## src/design/gaio_pkg.sv

```systemverilog
// ----------------------------------------------------------------------------
// gaio_pkg
// Shared widths, register indexes and the configuration bundle of the grid
// array item offset block.
// ----------------------------------------------------------------------------
package gaio_pkg;

    localparam int IDX_W   = 20;   // item index
    localparam int DIM_W   = 11;   // columns / rows
    localparam int DAT_W   = 32;   // pitch, skew, offsets
    localparam int STG_W   = 10;   // stagger
    localparam int MODE_W  = 4;
    localparam int ADDR_W  = 3;
    localparam int MUL_W   = 53;   // 21 bit coordinate times 32 bit step
    localparam int PSUM_W  = 54;
    localparam int SUM_W   = 56;
    localparam int CEN_W   = 46;
    localparam int SNUM_W  = 42;   // rounded stagger numerator
    localparam int SPRD_W  = 41;

    typedef enum logic [ADDR_W-1:0] {
        REG_COLUMNS = 3'd0,
        REG_ROWS    = 3'd1,
        REG_PITCH_X = 3'd2,
        REG_PITCH_Y = 3'd3,
        REG_SKEW_X  = 3'd4,
        REG_SKEW_Y  = 3'd5,
        REG_STAGGER = 3'd6,
        REG_MODE    = 3'd7
    } gaio_reg_t;

    localparam int MODE_HORIZ   = 0;
    localparam int MODE_SERP    = 1;
    localparam int MODE_SROWS   = 2;
    localparam int MODE_CENTRED = 3;

    typedef struct packed {
        logic [DIM_W-1:0]        axis;
        logic                    horiz;
        logic                    serp;
        logic                    srows;
        logic                    centred;
        logic                    stag_en;
        logic                    stag_neg;
        logic [STG_W-1:0]        stag_s;
        logic signed [DAT_W-1:0] px;
        logic signed [DAT_W-1:0] py;
        logic signed [DAT_W-1:0] kx;
        logic signed [DAT_W-1:0] ky;
        logic [DAT_W-1:0]        abs_px;
        logic [DAT_W-1:0]        abs_py;
        logic [DAT_W-1:0]        abs_kx;
        logic [DAT_W-1:0]        abs_ky;
        logic signed [CEN_W-1:0] cen_x;
        logic signed [CEN_W-1:0] cen_y;
    } gaio_cfg_t;

endpackage

```

## src/design/gaio_cfg.sv

```systemverilog
// ----------------------------------------------------------------------------
// gaio_cfg
// Configuration registers, clamping of dimensions and stagger, and the
// registered centring shifts derived from them.
// ----------------------------------------------------------------------------
module gaio_cfg import gaio_pkg::*; #(
    parameter int MAX_DIM     = 1024,
    parameter int MAX_STAGGER = 256
) (
    input  logic              aclk,
    input  logic              aresetn,
    input  logic              cfg_wen,
    input  logic [ADDR_W-1:0] cfg_index,
    input  logic [DAT_W-1:0]  cfg_wdata,
    output gaio_cfg_t         cfg
);

    logic [DIM_W-1:0]        columns_reg;
    logic [DIM_W-1:0]        rows_reg;
    logic [DAT_W-1:0]        pitch_x_reg;
    logic [DAT_W-1:0]        pitch_y_reg;
    logic [DAT_W-1:0]        skew_x_reg;
    logic [DAT_W-1:0]        skew_y_reg;
    logic [STG_W-1:0]        stagger_reg;
    logic [MODE_W-1:0]       mode_reg;

    logic [DIM_W-1:0]        nx;
    logic [DIM_W-1:0]        ny;
    logic [STG_W-1:0]        st_mag;
    logic [STG_W-1:0]        st_s;

    logic signed [DIM_W+DAT_W:0]   exa_reg, exb_reg, eya_reg, eyb_reg;
    logic signed [DIM_W+DAT_W+1:0] ex_next, ey_next;
    logic [CEN_W-1:0]              exm_reg, eym_reg;
    logic                          exn_reg, eyn_reg;
    logic [CEN_W-1:0]              hx, hy;
    logic signed [CEN_W-1:0]       cen_x_reg, cen_y_reg;

    function automatic logic [DIM_W-1:0] clamp_dim(input logic [DIM_W-1:0] raw);
        if (raw == '0) begin
            return DIM_W'(1);
        end else if (32'(raw) > MAX_DIM) begin
            return DIM_W'(MAX_DIM);
        end
        return raw;
    endfunction

    function automatic logic [DAT_W-1:0] abs32(input logic [DAT_W-1:0] v);
        return v[DAT_W-1] ? (~v + DAT_W'(1)) : v;
    endfunction

    always_ff @(posedge aclk) begin
        if (!aresetn) begin
            columns_reg <= DIM_W'(1);
            rows_reg    <= DIM_W'(1);
            pitch_x_reg <= '0;
            pitch_y_reg <= '0;
            skew_x_reg  <= '0;
            skew_y_reg  <= '0;
            stagger_reg <= '0;
            mode_reg    <= MODE_W'(1);
        end else if (cfg_wen) begin
            unique case (gaio_reg_t'(cfg_index))
                REG_COLUMNS: columns_reg <= cfg_wdata[DIM_W-1:0];
                REG_ROWS:    rows_reg    <= cfg_wdata[DIM_W-1:0];
                REG_PITCH_X: pitch_x_reg <= cfg_wdata;
                REG_PITCH_Y: pitch_y_reg <= cfg_wdata;
                REG_SKEW_X:  skew_x_reg  <= cfg_wdata;
                REG_SKEW_Y:  skew_y_reg  <= cfg_wdata;
                REG_STAGGER: stagger_reg <= cfg_wdata[STG_W-1:0];
                REG_MODE:    mode_reg    <= cfg_wdata[MODE_W-1:0];
                default: ;
            endcase
        end
    end

    assign nx     = clamp_dim(columns_reg);
    assign ny     = clamp_dim(rows_reg);
    assign st_mag = stagger_reg[STG_W-1] ? (~stagger_reg + STG_W'(1)) : stagger_reg;
    assign st_s   = (32'(st_mag) > MAX_STAGGER) ? STG_W'(MAX_STAGGER) : st_mag;

    // centring shifts, recomputed every cycle from the registers
    assign ex_next = (DIM_W+DAT_W+2)'(exa_reg) + (DIM_W+DAT_W+2)'(exb_reg);
    assign ey_next = (DIM_W+DAT_W+2)'(eya_reg) + (DIM_W+DAT_W+2)'(eyb_reg);
    assign hx = (exm_reg + CEN_W'(1)) >> 1;
    assign hy = (eym_reg + CEN_W'(1)) >> 1;

    always_ff @(posedge aclk) begin
        exa_reg   <= $signed({1'b0, nx - DIM_W'(1)}) * $signed(pitch_x_reg);
        exb_reg   <= $signed({1'b0, ny - DIM_W'(1)}) * $signed(skew_x_reg);
        eya_reg   <= $signed({1'b0, ny - DIM_W'(1)}) * $signed(pitch_y_reg);
        eyb_reg   <= $signed({1'b0, nx - DIM_W'(1)}) * $signed(skew_y_reg);
        exn_reg   <= ex_next[DIM_W+DAT_W+1];
        eyn_reg   <= ey_next[DIM_W+DAT_W+1];
        exm_reg   <= ex_next[DIM_W+DAT_W+1] ? CEN_W'(-ex_next) : CEN_W'(ex_next);
        eym_reg   <= ey_next[DIM_W+DAT_W+1] ? CEN_W'(-ey_next) : CEN_W'(ey_next);
        cen_x_reg <= exn_reg ? -$signed(hx) : $signed(hx);
        cen_y_reg <= eyn_reg ? -$signed(hy) : $signed(hy);
    end

    always_comb begin
        cfg          = '0;
        cfg.horiz    = mode_reg[MODE_HORIZ];
        cfg.serp     = mode_reg[MODE_SERP];
        cfg.srows    = mode_reg[MODE_SROWS];
        cfg.centred  = mode_reg[MODE_CENTRED];
        cfg.axis     = mode_reg[MODE_HORIZ] ? nx : ny;
        cfg.stag_s   = st_s;
        cfg.stag_en  = st_s > STG_W'(1);
        cfg.stag_neg = stagger_reg[STG_W-1];
        cfg.px       = $signed(pitch_x_reg);
        cfg.py       = $signed(pitch_y_reg);
        cfg.kx       = $signed(skew_x_reg);
        cfg.ky       = $signed(skew_y_reg);
        cfg.abs_px   = abs32(pitch_x_reg);
        cfg.abs_py   = abs32(pitch_y_reg);
        cfg.abs_kx   = abs32(skew_x_reg);
        cfg.abs_ky   = abs32(skew_y_reg);
        cfg.cen_x    = cen_x_reg;
        cfg.cen_y    = cen_y_reg;
    end

endmodule

```

## config.mk

```make
export PLATFORM = sky130hd
export DESIGN_NAME = gaio_cfg
export DESIGN_NICKNAME = d
export VERILOG_FILES = /design/src/design/gaio_pkg.sv /design/src/design/gaio_cfg.sv
export SDC_FILE = /design/constraint.sdc
export NUM_CORES = 2
export LEC_CHECK = 0
export BUFFER_PORTS_ARGS = -buffer_cell sky130_fd_sc_hd__buf_4
export CAP_MARGIN = 30
export CORE_UTILIZATION = 35
export CTS_CLUSTER_DIAMETER = 60
export DETAILED_ROUTE_END_ITERATION = 8
export PLACE_DENSITY = 0.49
export SETUP_SLACK_MARGIN = 0.02
export SKIP_CTS_REPAIR_TIMING = 1
export SKIP_LAST_GASP = 1
export SYNTH_ARGS = -nofsm -noshare
export SYNTH_HDL_FRONTEND = slang
export SYNTH_SLANG_ARGS = --single-unit
```

## constraint.sdc

```tcl
create_clock -name aclk -period 11.49 [get_ports aclk]
set_clock_uncertainty 0.2 [all_clocks]
set_input_delay 0.5745 -clock aclk [delete_from_list [all_inputs] [get_ports aclk]]
set_output_delay 0.5745 -clock aclk [all_outputs]
set_load 0.05 [all_outputs]
```

==> impl_metrics.env <==
export IMPL_start_kind="flip-flop"
export IMPL_cp_slowest_cell="nor4_1"
export IMPL_min_to="pitch_x_reg[11]"
export IMPL_synth_fa_ha_area_frac=0.3976
export IMPL_cts_sinks=526
export IMPL_critPathKind="reg2reg"
export IMPL_synthCells=9111
export IMPL_avgSynthCellArea_sq_um=8.400
export IMPL_htreeDepth=3
export IMPL_grt_pass1_wl_microns=390700
export IMPL_power_density_mw_per_mm2=73.46
export IMPL_root_buffer="clkbuf_16"
export IMPL_r2r_cells=28
export IMPL_die_area_sq_mm=0.2205
export IMPL_finalSetupTns_ns=0
export IMPL_drtIter0Drc=4189
export IMPL_grt_pass1_vias=63990
export IMPL_antenna_left=0
export IMPL_reg2reg_to="eya_reg[42]"
export IMPL_maxSlewHeadroom=0.2945
export IMPL_hold_violations=3
export IMPL_ys_ff_latch=526
export IMPL_yosys_area_share_simple=0.1833
export IMPL_gp_congestion=0.8887
export IMPL_yosys_warnings=0
export IMPL_clk_latency_ns=0.75
export IMPL_regArea_sq_mm=0.01053
export IMPL_routed_via_count=61790
export IMPL_max_freq_ghz=0.1006
export IMPL_synthMuxAreaShare=0.003286
export IMPL_grt_max_degree=93
export IMPL_netlist_area_leader_share=0.3197
export IMPL_fillers=22070
export IMPL_peakVddDrop_mv=0.1028
export IMPL_synth_xor_area_share=0.07298
export IMPL_clk_pin_slew_worst_paths_ns=0.05
export IMPL_dp_hpwl_microns=203700
export IMPL_synth_distinct_cells=94
export IMPL_final_util=0.3949
export IMPL_finalSetupViolCount=0
export IMPL_antenna_found_initial=15
export IMPL_post_drt_wl_per_cell_microns=20.58
export IMPL_outcome="finished, violations left"
export IMPL_min_path_type="in2reg"
export IMPL_rsz0062_at_grt="false"
export IMPL_ys_flop_type="dfxtp_1"
export IMPL_post_route_min_period_ns=9.936
export IMPL_fp_dieH_microns=469.6
export IMPL_worstPathMaxFanout=26
export IMPL_design_area_sq_mm=0.08576
export IMPL_slew_violations=0
export IMPL_layout_drive_gt1_share=0.08405
export IMPL_holdPathStages=3
export IMPL_die_x_microns=469.6
export IMPL_drt_total_wl_microns=251600
export IMPL_ys_seq_area_frac=0.1376
export IMPL_synth_edf_count=0
export IMPL_worst_pin_slew_ns=1.057
export IMPL_grt_use_total=0.2293
export IMPL_synth_compound_area_frac=0.1044
export IMPL_violations="hold timing"
export IMPL_clk_path_buf_depth=3
export IMPL_area_delta_synth_final_pct=12.06
export IMPL_crit_required_ns=11.89
export IMPL_whs_ns=-0.007008
export IMPL_p_leak_nw=41.48
export IMPL_layout_cells_non_filler=12220
export IMPL_io_pins=413
export IMPL_critPathMaxStageDelay_ns=0.73
export IMPL_numPlacedInstances=12050
export IMPL_arrival_ns=10.34
export IMPL_dpl_cell_area_sq_mm=0.08265
export IMPL_via_per_inst=5.054
export IMPL_synth_top_family_by_area="adder cells"
export IMPL_first_pass_iters=6
export IMPL_start_util=0.3524
export IMPL_worstHoldStart="cfg_wdata[11]"
export IMPL_cts_buffers=79
export IMPL_multi_input_area_sq_mm=0.05846
export IMPL_pre_cts_ws_ns=1.594
export IMPL_r2r_slack_ns=1.55
export IMPL_p_total_mw=6.300
export IMPL_gr_total_overflow=0
export IMPL_core_area_sq_mm=0.2172
export IMPL_synthTopCellsByArea="fa_1 32%, dfxtp_1 14%, ha_1 7.8%, inv_1 7.6%, nand2_1 7.6%"
export IMPL_cp_common_cell="fa_1"
export IMPL_end_kind="flip-flop"
export IMPL_syn_area_sq_mm=0.07653
export IMPL_portBuffers=411
export IMPL_cts_tree="built"
export IMPL_final_nets=11030
export IMPL_rr_startpoint="rows_reg[7]"
export IMPL_drc_errors=0
export IMPL_setup_slack_ns=1.554
export IMPL_yosys_area_top_type="fa_1"
export IMPL_synth_async_reset_ratio=0
export IMPL_drv_cap=0
export IMPL_period_share=0.8648
export IMPL_rows=171
[cell families (layout without fill, tap and decap cells)]
kind of cell / Yosys count / count (layout)
flops: 526 / 526
simple gates: 2962 / 2962
mux: 24 / 24
xor+xnor: 636 / 636
buf+inv: 2035 / 2285
fa+ha+maj: 1699 / 1699
other cells: 1 / 10
compound gates: 1228 / 1228
[critical path, delay by kind of cell, from the launching register on]
kind / cells / cell delay (ns)
AOI/OAI and AO/OA: 8 / 3.11
and+or+nand+nor: 7 / 1.75
DFF: 1 / 0.38
xor gates and xnor gates: 1 / 0.14
buffers and inverters: 5 / 0.81
adders and majority gates: 7 / 3.39
[synthesized netlist by cell type, drive strengths merged, types with 12 or more instances]
library cell / instances
a21oi: 289
fa: 1222
nor2: 256
nand4: 71
a21o: 112
xnor2: 468
or3: 34
o31ai: 62
or2: 25
o21a: 36
o41ai: 25
a21boi: 173
inv: 1556
o211ai: 22
or4: 38
o21bai: 32
nand3: 125
nor2b: 171
ha: 477
nand2: 1548
mux2i: 15
a211o: 12
xor2: 167
o21ai: 273
and4: 13
nand2b: 182
buf: 27
nor3b: 17
nor3: 93
a31oi: 46
nor4: 32
dfxtp: 526
a211oi: 31
clkbuf: 452
and2: 272
and3: 46
[power by group]
group          leakage (nW)  total (mW)  switching (mW)  internal [mW]
logic                  35.8        1.63            1.11          0.520
registers              4.27        2.09           0.131           1.95
clock network          1.38        2.58            1.04           1.54
total                  41.5        6.30            2.29           4.01
[routing by layer]
layer	wire, microns	share of wire	track usage
met5	27	0.00011	0
met4	7550	0.030	0.06970
met3	16030	0.064	0.04122
met2	109100	0.43	0.3544
met1	118900	0.47	0.3237
[placed cells by master (no fill, tap or decap), types with 171 or more instances in the layout]
master,count
buf_4,553
dfxtp_1,524
a21oi_1,287
o21ai_0,263
inv_1,1556
xnor2_1,464
nand2b_1,182
a21boi_0,172
nor2b_1,171
ha_1,477
nand2_1,1546
nor2_1,254
fa_1,1222
and2_1,270
[worst max path at each step]
stage | start | to | slack, ns | depth (start not counted)
floorplan | rows_reg[2] | eya_reg[37] | 3.18 | 33
finish | rows_reg[7] | eya_reg[42] | 1.55 | 28
global route | rows_reg[7] | eya_reg[42] | 0.96 | 28
global placement | rows_reg[7] | eya_reg[42] | 1.71 | 28
CTS | rows_reg[7] | eya_reg[42] | 1.58 | 28
detailed placement | rows_reg[7] | eya_reg[42] | 1.59 | 28
[layout make-up]
class,instances,share of cell area
diodes,7,0.0002042
flip-flops and latches,526,0.1228
clock inverters,50,0.007907
well taps,2854,0.04164
multi-input cells,6552,0.6816
repair buffers,581,0.05255
clock buffers,98,0.02517
inverters,1556,0.06810
No activity file was read; power rests on OpenSTA's default activity.
