File: src/design/gaio_div.sv
// ----------------------------------------------------------------------------
// gaio_div
// Pipelined unsigned restoring divider, STEP quotient bits per stage, with a
// side word carried along so the caller's data stays aligned.
// ----------------------------------------------------------------------------
module gaio_div #(
    parameter int NUM_W = 20,
    parameter int DEN_W = 11,
    parameter int STEP  = 4,
    parameter int TAG_W = 1
) (
    input  logic             aclk,
    input  logic             aresetn,
    input  logic             en,
    input  logic             in_valid,
    input  logic [NUM_W-1:0] in_num,
    input  logic [DEN_W-1:0] in_den,
    input  logic [TAG_W-1:0] in_tag,
    output logic             out_valid,
    output logic [NUM_W-1:0] out_quo,
    output logic [DEN_W-1:0] out_rem,
    output logic [TAG_W-1:0] out_tag
);

    localparam int STAGES = (NUM_W + STEP - 1) / STEP;
    localparam int PAD_W  = STAGES * STEP;

    logic             valid_reg [STAGES];
    logic [PAD_W-1:0] work_reg  [STAGES];
    logic [DEN_W-1:0] rem_reg   [STAGES];
    logic [DEN_W-1:0] den_reg   [STAGES];
    logic [TAG_W-1:0] tag_reg   [STAGES];

    for (genvar g = 0; g < STAGES; g++) begin : g_stage
        logic             v_in;
        logic [PAD_W-1:0] w_in;
        logic [DEN_W-1:0] r_in;
        logic [DEN_W-1:0] d_in;
        logic [TAG_W-1:0] t_in;
        logic [PAD_W-1:0] work_next;
        logic [DEN_W-1:0] rem_next;

        if (g == 0) begin : g_first
            assign v_in = in_valid;
            assign w_in = PAD_W'(in_num);
            assign r_in = '0;
            assign d_in = in_den;
            assign t_in = in_tag;
        end else begin : g_rest
            assign v_in = valid_reg[g-1];
            assign w_in = work_reg[g-1];
            assign r_in = rem_reg[g-1];
            assign d_in = den_reg[g-1];
            assign t_in = tag_reg[g-1];
        end

        always_comb begin
            logic [DEN_W:0]   t;
            logic [PAD_W-1:0] w;
            logic [DEN_W-1:0] r;
            w = w_in;
            r = r_in;
            for (int b = 0; b < STEP; b++) begin
                t = {r, w[PAD_W-1]};
                w = {w[PAD_W-2:0], 1'b0};
                if (t >= {1'b0, d_in}) begin
                    t    = t - {1'b0, d_in};
                    w[0] = 1'b1;
                end
                r = t[DEN_W-1:0];
            end
            work_next = w;
            rem_next  = r;
        end

        always_ff @(posedge aclk) begin
            if (!aresetn) begin
                valid_reg[g] <= 1'b0;
            end else if (en) begin
                valid_reg[g] <= v_in;
            end
        end

        always_ff @(posedge aclk) begin
            if (en) begin
                work_reg[g] <= work_next;
                rem_reg[g]  <= rem_next;
                den_reg[g]  <= d_in;
                tag_reg[g]  <= t_in;
            end
        end
    end

    assign out_valid = valid_reg[STAGES-1];
    assign out_quo   = work_reg[STAGES-1][NUM_W-1:0];
    assign out_rem   = rem_reg[STAGES-1];
    assign out_tag   = tag_reg[STAGES-1];

endmodule

File: config.mk
export PLATFORM = sky130hd
export DESIGN_NAME = gaio_div
export DESIGN_NICKNAME = d
export VERILOG_FILES = /design/src/design/gaio_div.sv
export SDC_FILE = /design/constraint.sdc
export NUM_CORES = 1
export LEC_CHECK = 0
export ABC_AREA = 0
export BUFFER_PORTS_ARGS = -buffer_cell sky130_fd_sc_hd__buf_2
export CAP_MARGIN = 5
export CORE_ASPECT_RATIO = 1.4
export CORE_MARGIN = 5
export CORE_UTILIZATION = 55
export CTS_BUF_LIST = sky130_fd_sc_hd__clkbuf_8
export DETAILED_ROUTE_END_ITERATION = 7
export PLACE_DENSITY = 0.72
export SETUP_SLACK_MARGIN = 0.3
export SKIP_LAST_GASP = 1
export SYNTH_ARGS = -nofsm -noshare
export SYNTH_HDL_FRONTEND = slang
export SYNTH_SLANG_ARGS = --single-unit
export TNS_END_PERCENT = 5
File: constraint.sdc
create_clock -name aclk -period 17.2 [get_ports aclk]
set_input_delay 2.58 -clock aclk [delete_from_list [all_inputs] [get_ports aclk]]
set_output_delay 2.58 -clock aclk [all_outputs]
set_load 0.05 [all_outputs]
==> impl_metrics.ini, run 1 <==
[outcome]
status = completed

[logic_synthesis]
synth_enable_flop_cells = 208
synth_cells = 1880
seq_area_frac_synth = 0.3405
cell_area_synth_um2 = 18400
synth_async_sr_flop_share = 0
synth.lib_cells_used.distinct = 82
synth.avg_cell_area_um2 = 9.788
flop_and_latch_count_out_of_synthesis = 209
synth-warning-count = 0
synthFlopType = edfxtp_1
number_of_nets_in_the_synthesized_netlist = 2146

[final_layout]
largest_register_ff_count = 100
syn_to_final_growth_pct = 8.030
n_antenna_cell = 0
drive_above_1_share = 0.1342
final_core_utilization = 0.6003
nets = 2235
fin_area_um2 = 19880

[global_route]
grt_max_degree = 135
antenna_found_initial = 0
first_global_vias = 14250
grt_overflow_total = 0
grt_pass1_wl_mm = 68.97
gr-usage-all-layers = 0.2299

[detailed_routing]
viasPerCell = 5.887
drt_iter0_drc = 835
wl_met2_mm = 23.10
wirelength_mm = 43.02
avgRoutedWirePerCell_um = 17.67
route.detailed.drc = 0
vias = 14340
antenna_left = 0
maxUsedRoutingLayer = met4
dr_wl_met3_mm = 1.257
met1_length_mm = 16.58
drt_pre_antenna_iters = 5

[clock_network]
cts_buffers = 38
cts_root_buf = clkbuf_8
clock_sinks = 209
cts-htree-levels = 2
ctsResizeCount = 0
number_of_buffers_inserted_by_post_cts_setup_repair = 0
cts.reportedPaths.clkPinSlew_ns = 0.05
clk-insertion-delay-late_ns = 0.56
cts.hold.buffers_added = 0
cts_tree = yes
cts_buffer_depth = 3

[sta]
finalHoldViolCount = 0
slew_viol_final = 0
holdWs_ns = 0.3996
fin_crit_ns = 11.03
rsz_0062_raised_after_global_routing = false
post-route-period-util = 0.6411
fin_skew_ns = 0.03001
max_slew_margin = 0.2986
worstMarginPinSlew_ns = 1.052
fmax_ghz = 0.09068
setup_total_negative_slack_ns = 0
report.final.setup_viol = 0

[critical_path]
timing.critical_path.required_ns = 17.49
path_buf_inv = 2
path_delay_family = compound AO/OA/AOI/OAI gates
cp.depth = 33
worst_path_largest_cell_delay_ns = 0.69
setup.worst_path.start_class = input port
timing.critical_path.arrival_ns = 11.31
worst_path_most_repeated_cell = o21ai_0
timing_worst_setup_path_type = in2reg
worstRegToRegCells = 37
worstPathMaxFanout = 12
worst_setup_path_end_kind = register
crit_slowest_cell = nor2_1

[floorplanning]
die_area_um2 = 37270
pin_count = 69
dieWidth_um = 164.6
overall_die_height_um = 226.4
coreArea_um2 = 33110
placement_row_count = 79
initial_utilization = 0.5557

[placement]
globalplace.congestion = 0.9173
dp_hpwl_mm = 33.77
io_buffer_count = 68
post_dp_cell_area_um2 = 19220

[job]
number_of_max_capacitance_violations_reported = 0

[worst_hold_path]
hold_class = reg2reg
whs_path_depth = 0
==> synthesized netlist by cell type, drive strengths merged (20+ instances only) <==
cell type	instances	share of area
nand2	109	0.022
nor2	168	0.034
nand4	37	0.013
a21boi	21	0.0086
a21o	31	0.013
o21ai	94	0.026
edfxtp	208	0.34
ha	211	0.14
mux2	113	0.071
inv	185	0.038
mux2i	41	0.022
xor2	50	0.024
a21oi	101	0.028
nor2b	45	0.015
nor3	37	0.010
nand2b	36	0.012
nand3	20	0.0054
xnor2	70	0.033
==> layer usage <==
metal  track usage  up-vias
li1              -     7153
met1        0.2483     6771
met2        0.4384      285
met3       0.02764      127
met4        0.1095        0
met5             0        -
==> worst register-to-register path, delay by kind of cell, from the launching register on <==
kind            cells  cell delay, ns
buf+inv             5            0.96
fa+ha+maj           5            1.64
flops               1            0.50
simple gates        6            1.34
compound gates     19            5.43
mux                 2            0.69
==> layout by cell type, fill, tap and decap left out, drive strengths merged, types with 31 or more instances in the layout <==
cell type,count
a21oi,101
mux2i,41
xnor2,70
clkbuf,39
buf,73
edfxtp,208
nor2,168
inv,194
mux2,113
a21o,31
ha,211
xor2,50
o21ai,94
nand2b,36
nor2b,45
nand2,109
nand4,37
nor3,37
==> through the flow <==
| stage | setup WS, ns | instances |
|---|---|---|
| after floorplan | 6.944 | 1880 |
| after global placement | 5.845 | 2374 |
| after detailed placement | 5.633 | 2374 |
| after CTS | 6.234 | 2435 |
| after global routing | 5.444 | 2435 |
| final | 6.173 | 2435 |
==> logic make-up after synthesis <==
group	count (synthesis)	synth area share
flops	209	0.3405
xor+xnor	120	0.05712
simple gates	542	0.1471
fa+ha+maj	230	0.1641
mux	154	0.09308
buf+inv	210	0.04467
compound gates	415	0.1534
==> area by class of cell <==
type | instances | area [um^2]
fill | 2844 | 13230
multi-input combinational | 1461 | 11310
sequential | 209 | 6266
inverter | 186 | 700.7
tap | 445 | 556.8
clock buffer | 39 | 536.8
timing repair buffer | 73 | 387.9
clock inverter | 22 | 117.6
==> worst paths after layout <==
| kind | start | endpoint | slack (ns) |
|---|---|---|---|
| worst min register to register | work_reg[0][49] | work_reg[0][73] | 0.40 |
| worst min-delay path | work_reg[0][49] | work_reg[0][73] | 0.40 |
| worst max-delay path | in_den[0] | rem_reg[0][2] | 6.17 |
| worst max register to register | den_reg[0][22] | rem_reg[0][42] | 6.39 |
Power of run 1 is left out: the tool's default activity adds up to more than one toggle a clock period on the data nets, which glitch-free logic cannot reach.
==> inputs of run 2 (changes only) <==
==> constraint.sdc (replaced) <==
create_clock -name aclk -period 10.36 [get_ports aclk]
set_input_delay 1.554 -clock aclk [delete_from_list [all_inputs] [get_ports aclk]]
set_output_delay 1.554 -clock aclk [all_outputs]
set_load 0.05 [all_outputs]
==> run 2 against run 1 <==
  * Register-to-register slack got worse by 5.6 ns
  * Critical path type is now reg2reg
  * Highest routed layer unchanged
  * Flip-flop and latch count did not move
  * Sequential share of layout area decreased by 0.46 points
  * Largest cell class unchanged
  * Cell count rose by 0.66%
  * Count of clock-buffer cells in the layout down 2
  * Via count increased by 1.5%
  * Design area up 1.5%
==> impl_metrics.ini, run 2 (same netlist as run 1, synthesis figures left out) <==
[detailed_routing]
vias = 14550
drt_iter0_drc = 805
drt_pre_antenna_iters = 5
antenna_left = 0
route.detailed.drc = 0
wirelength_mm = 44.33
viasPerCell = 5.935
avgRoutedWirePerCell_um = 18.09

[placement]
place_worst_setup_slack_ns = 0.3105
io_buffer_count = 68
post-place-cells = 2386
globalplace.congestion = 0.9345
dp_hpwl_mm = 34.80

[global_route]
antenna_found_initial = 0
grt_overflow_total = 0
grt_max_degree = 133
grt_pass1_wl_mm = 70.52
gr-usage-all-layers = 0.2354
first_global_vias = 14460

[final_layout]
final_cell_count_no_fill = 2451
most_common_library_cell_in_the_layout_ignoring_fill_and_taps = ha_1
most_frequent_cells_in_the_layout = 211 x ha_1, 208 x edfxtp_1, 186 x inv_1
final_core_utilization = 0.6091
syn_to_final_growth_pct = 9.614
nets = 2248
n_antenna_cell = 0
largest_register_ff_count = 100
drive_above_1_share = 0.1471

[sta]
setup_total_negative_slack_ns = 0
slew_viol_final = 0
report.final.setup_viol = 0
worstMarginPinSlew_ns = 1.006
fmax_ghz = 0.1040
rsz_0062_raised_after_global_routing = true
post-route-period-util = 0.9284
finalHoldViolCount = 0
fin_crit_ns = 9.618
max_slew_margin = 0.3290
post-route-worst-setup-slack_ns = 0.7422
fin_skew_ns = 0.03116

[floorplanning]
pin_count = 69
coreArea_um2 = 33110
die_area_um2 = 37270
initial_utilization = 0.5557
dieWidth_um = 164.6
placement_row_count = 79
overall_die_height_um = 226.4

[clock_network]
clock_sinks = 209
cts_buffer_depth = 3
cts.hold.buffers_added = 0
cts_root_buf = clkbuf_8
cts.reportedPaths.clkPinSlew_ns = 0.06
cts-htree-levels = 2
clk-insertion-delay-late_ns = 0.57
cts_tree = yes
cts_buffers = 36

[job]
number_of_max_capacitance_violations_reported = 0

[critical_path]
worst_path_largest_cell_delay_ns = 0.57
worst_path_most_repeated_cell = ha_1
setup.worst_path.start_class = register
worstPathMaxFanout = 16
timing.critical_path.from = den_reg[0][11]
timing.critical_path.arrival_ns = 9.92
timing.rr.start = den_reg[0][11]
worstRegToRegCells = 36
crit_slowest_cell = edfxtp_1
timing_worst_setup_path_type = reg2reg
worst_setup_path_end_kind = register
timing.critical_path.required_ns = 10.66

[worst_hold_path]
whs_path_depth = 0
worst_hold_startpoint = work_reg[0][35]
hold_class = reg2reg

[outcome]
status = completed
run 2: cell type report:
class	instances	area, um^2
Clock buffer	37	509.2
Fill cell	2824	12940
Sequential cell	209	6266
Inverter	186	700.7
Multi-Input combinational cell	1461	11360
Tap cell	445	556.8
Timing Repair Buffer	88	500.5
Clock inverter	25	274.0
run 2: layer usage:
metal  global-route usage  vias up  wire length (um)
li1                     -     7169                 -
met1               0.2483     6872             16920
met2               0.4528      363             23590
met3              0.03037      143              1588
met4               0.1152        0              2230
met5                    0        -                 0
run 2: final timing paths:
path / end / slack [ns]
setup / recovery: rem_reg[0][30] / 0.74
hold / removal: work_reg[0][59] / 0.41
setup reg to reg: rem_reg[0][30] / 0.74
hold reg to reg: work_reg[0][59] / 0.41
run 2: what timing repair did:
action                     4_1_cts  5_1_grt
setup buffers                    0        3
gates resized for setup          0       11
setup endpoints to repair        0       47
run 2: through the flow:
step	hold WS, ns	instance area, um^2
after floorplan	0.4003	18400
after global routing	0.4177	20170
after CTS	0.4106	20100
after global placement	0.4002	19310
final	0.4090	20170
after detailed placement	0.4045	19310
run 2: critical path: cells and delay by family (launching register included):
kind,cells,cell delay [ns]
simple gates,8,1.35
mux,4,1.35
buf+inv,3,0.66
fa+ha+maj,5,1.71
compound gates,16,3.70
flops,1,0.57
Power of run 2 is left out for the same reason.
==> inputs of run 3 (changes only) <==
--- a/config.mk
+++ b/config.mk
@@ -13,7 +13,8 @@
 export CORE_UTILIZATION = 55
 export CTS_BUF_LIST = sky130_fd_sc_hd__clkbuf_8
 export DETAILED_ROUTE_END_ITERATION = 7
-export PLACE_DENSITY = 0.72
+export PLACE_DENSITY = 0.75
+export RECOVER_POWER = 50
 export SETUP_SLACK_MARGIN = 0.3
 export SKIP_LAST_GASP = 1
 export SYNTH_ARGS = -nofsm -noshare
==> constraint.sdc (replaced) <==
create_clock -name aclk -period 8.6 [get_ports aclk]
set_input_delay 1.29 -clock aclk [delete_from_list [all_inputs] [get_ports aclk]]
set_output_delay 1.29 -clock aclk [all_outputs]
set_load 0.05 [all_outputs]
==> run 3 against run 2 <==
  * The run now ends with capacitance limit, slew limit left
  * Count of clock-buffer cells in the layout decreased by 1
  * Setup slack worse by 0.64 ns
  * Routed wire length up 13%
  * Flip-flop and latch count stayed put
  * Non-clock buffer count grew 292
  * First-iteration DRC count up 10%
  * Die area is the same
  * Sequential share of layout area is 4.0 points lower
  * Register-to-register slack got worse by 0.64 ns
  * Worst hold slack got worse by 0.0017 ns
  * Largest cell class unchanged
==> impl_metrics.ini, run 3 (same netlist as run 1, synthesis figures left out) <==
[clock_network]
cts_root_buf = clkbuf_8
clock_sinks = 209
cts_buffer_depth = 3
cts.reportedPaths.clkPinSlew_ns = 0.07
cts_tree = yes
clk-insertion-delay-late_ns = 0.56
cts-htree-levels = 2
cts_buffers = 35
cts.hold.buffers_added = 0

[floorplanning]
pin_count = 69
dieWidth_um = 164.6
overall_die_height_um = 226.4
initial_utilization = 0.5557
placement_row_count = 79
coreArea_um2 = 33110
die_area_um2 = 37270

[final_layout]
fillers = 2458
final-seq-area_um2 = 6266
drive_above_1_share = 0.2991
most_frequent_cells_in_the_layout = 288 x buf_4, 208 x edfxtp_1, 186 x inv_1
syn_to_final_growth_pct = 25.92
nets = 2541
largest_register_ff_count = 100
multiInputGateArea_um2 = 12270
most_common_library_cell_in_the_layout_ignoring_fill_and_taps = buf_4

[detailed_routing]
wirelength_mm = 49.92
route.detailed.drc = 0
viasPerCell = 5.792
avgRoutedWirePerCell_um = 18.18
antenna_left = 0
drt_pre_antenna_iters = 5
vias = 15910
drt_iter0_drc = 887

[placement]
place_worst_setup_slack_ns = -0.2672
io_buffer_count = 68
dp_hpwl_mm = 38.25
globalplace.congestion = 0.9685

[global_route]
antenna_found_initial = 1
grt_pass1_wl_mm = 76.51
gr-usage-all-layers = 0.2553
first_global_vias = 15740
grt_overflow_total = 0
grt_max_degree = 125

[critical_path]
worstRegToRegCells = 36
worstPathMaxFanout = 6
worst_path_largest_cell_delay_ns = 0.41
timing_worst_setup_path_type = reg2reg
timing.critical_path.required_ns = 8.91
worst_setup_path_end_kind = register
path_delay_family = compound AO/OA/AOI/OAI gates
setup.worst_path.start_class = register
path_buf_inv = 5
cp.depth = 36
timing.critical_path.arrival_ns = 8.80
crit_slowest_cell = edfxtp_1

[sta]
worstMarginPinSlew_ns = 6.742
setup_total_negative_slack_ns = 0
slew_viol_final = 125
max_slew_margin = -3.495
fmax_ghz = 0.1177
fin_crit_ns = 8.496
report.final.setup_viol = 0
finalHoldViolCount = 0
post-route-worst-setup-slack_ns = 0.1043
post-route-period-util = 0.9879
fin_skew_ns = 0.03105
rsz_0062_raised_after_global_routing = true

[job]
number_of_max_capacitance_violations_reported = 1

[outcome]
violated_checks = capacitance limit, slew limit
status = complete, but fails checks

[worst_hold_path]
hold_class = reg2reg
whs_path_depth = 0
==> run 3: path summary, 6_finish.rpt <==
check / slack [ns] / endpoint / start
worst max-delay path: 0.10 / rem_reg[0][49] / den_reg[0][33]
worst min register to register: 0.41 / work_reg[0][98] / work_reg[0][74]
worst min-delay path: 0.41 / work_reg[0][98] / work_reg[0][74]
worst max register to register: 0.10 / rem_reg[0][49] / den_reg[0][33]
==> run 3: stage by stage <==
stage | instances | util | area [um^2] | hold slack (ns)
finish | 2746 | 0.6998 | 23170 | 0.4074
global route | 2746 | 0.6998 | 23170 | 0.4118
CTS | 2701 | 0.6749 | 22350 | 0.4088
detailed placement | 2610 | 0.6443 | 21340 | 0.4052
global placement | 2610 | 0.6443 | 21340 | 0.4006
floorplan | 1880 | - | 18780 | 0.4003
==> run 3: timing repair <==
action | CTS | global route
gates resized for setup | 47 | 122
pin swaps | 18 | 60
hold endpoints to repair | 0 | 0
setup endpoints to repair | 40 | 59
buffers inserted | 27 | 42
cloned | 2 | 2
==> run 3: layout make-up <==
cell class,count,share of cell area
well taps,445,0.02403
diodes,1,0.0001080
clock buffers,36,0.02138
clock inverters,26,0.005076
repair buffers,380,0.1183
inverters,186,0.03078
repair inverters,1,0.0002700
multi-input cells,1462,0.5296
flip-flops and latches,209,0.2704
==> run 3: routing by layer <==
metal | vias to the layer above | track usage | share of wire
met5 | - | 0 | 0
met4 | 0 | 0.1321 | 0.057
met3 | 186 | 0.02746 | 0.035
met2 | 442 | 0.4568 | 0.51
met1 | 7521 | 0.3001 | 0.40
li1 | 7756 | - | -
Power of run 3 is left out for the same reason.
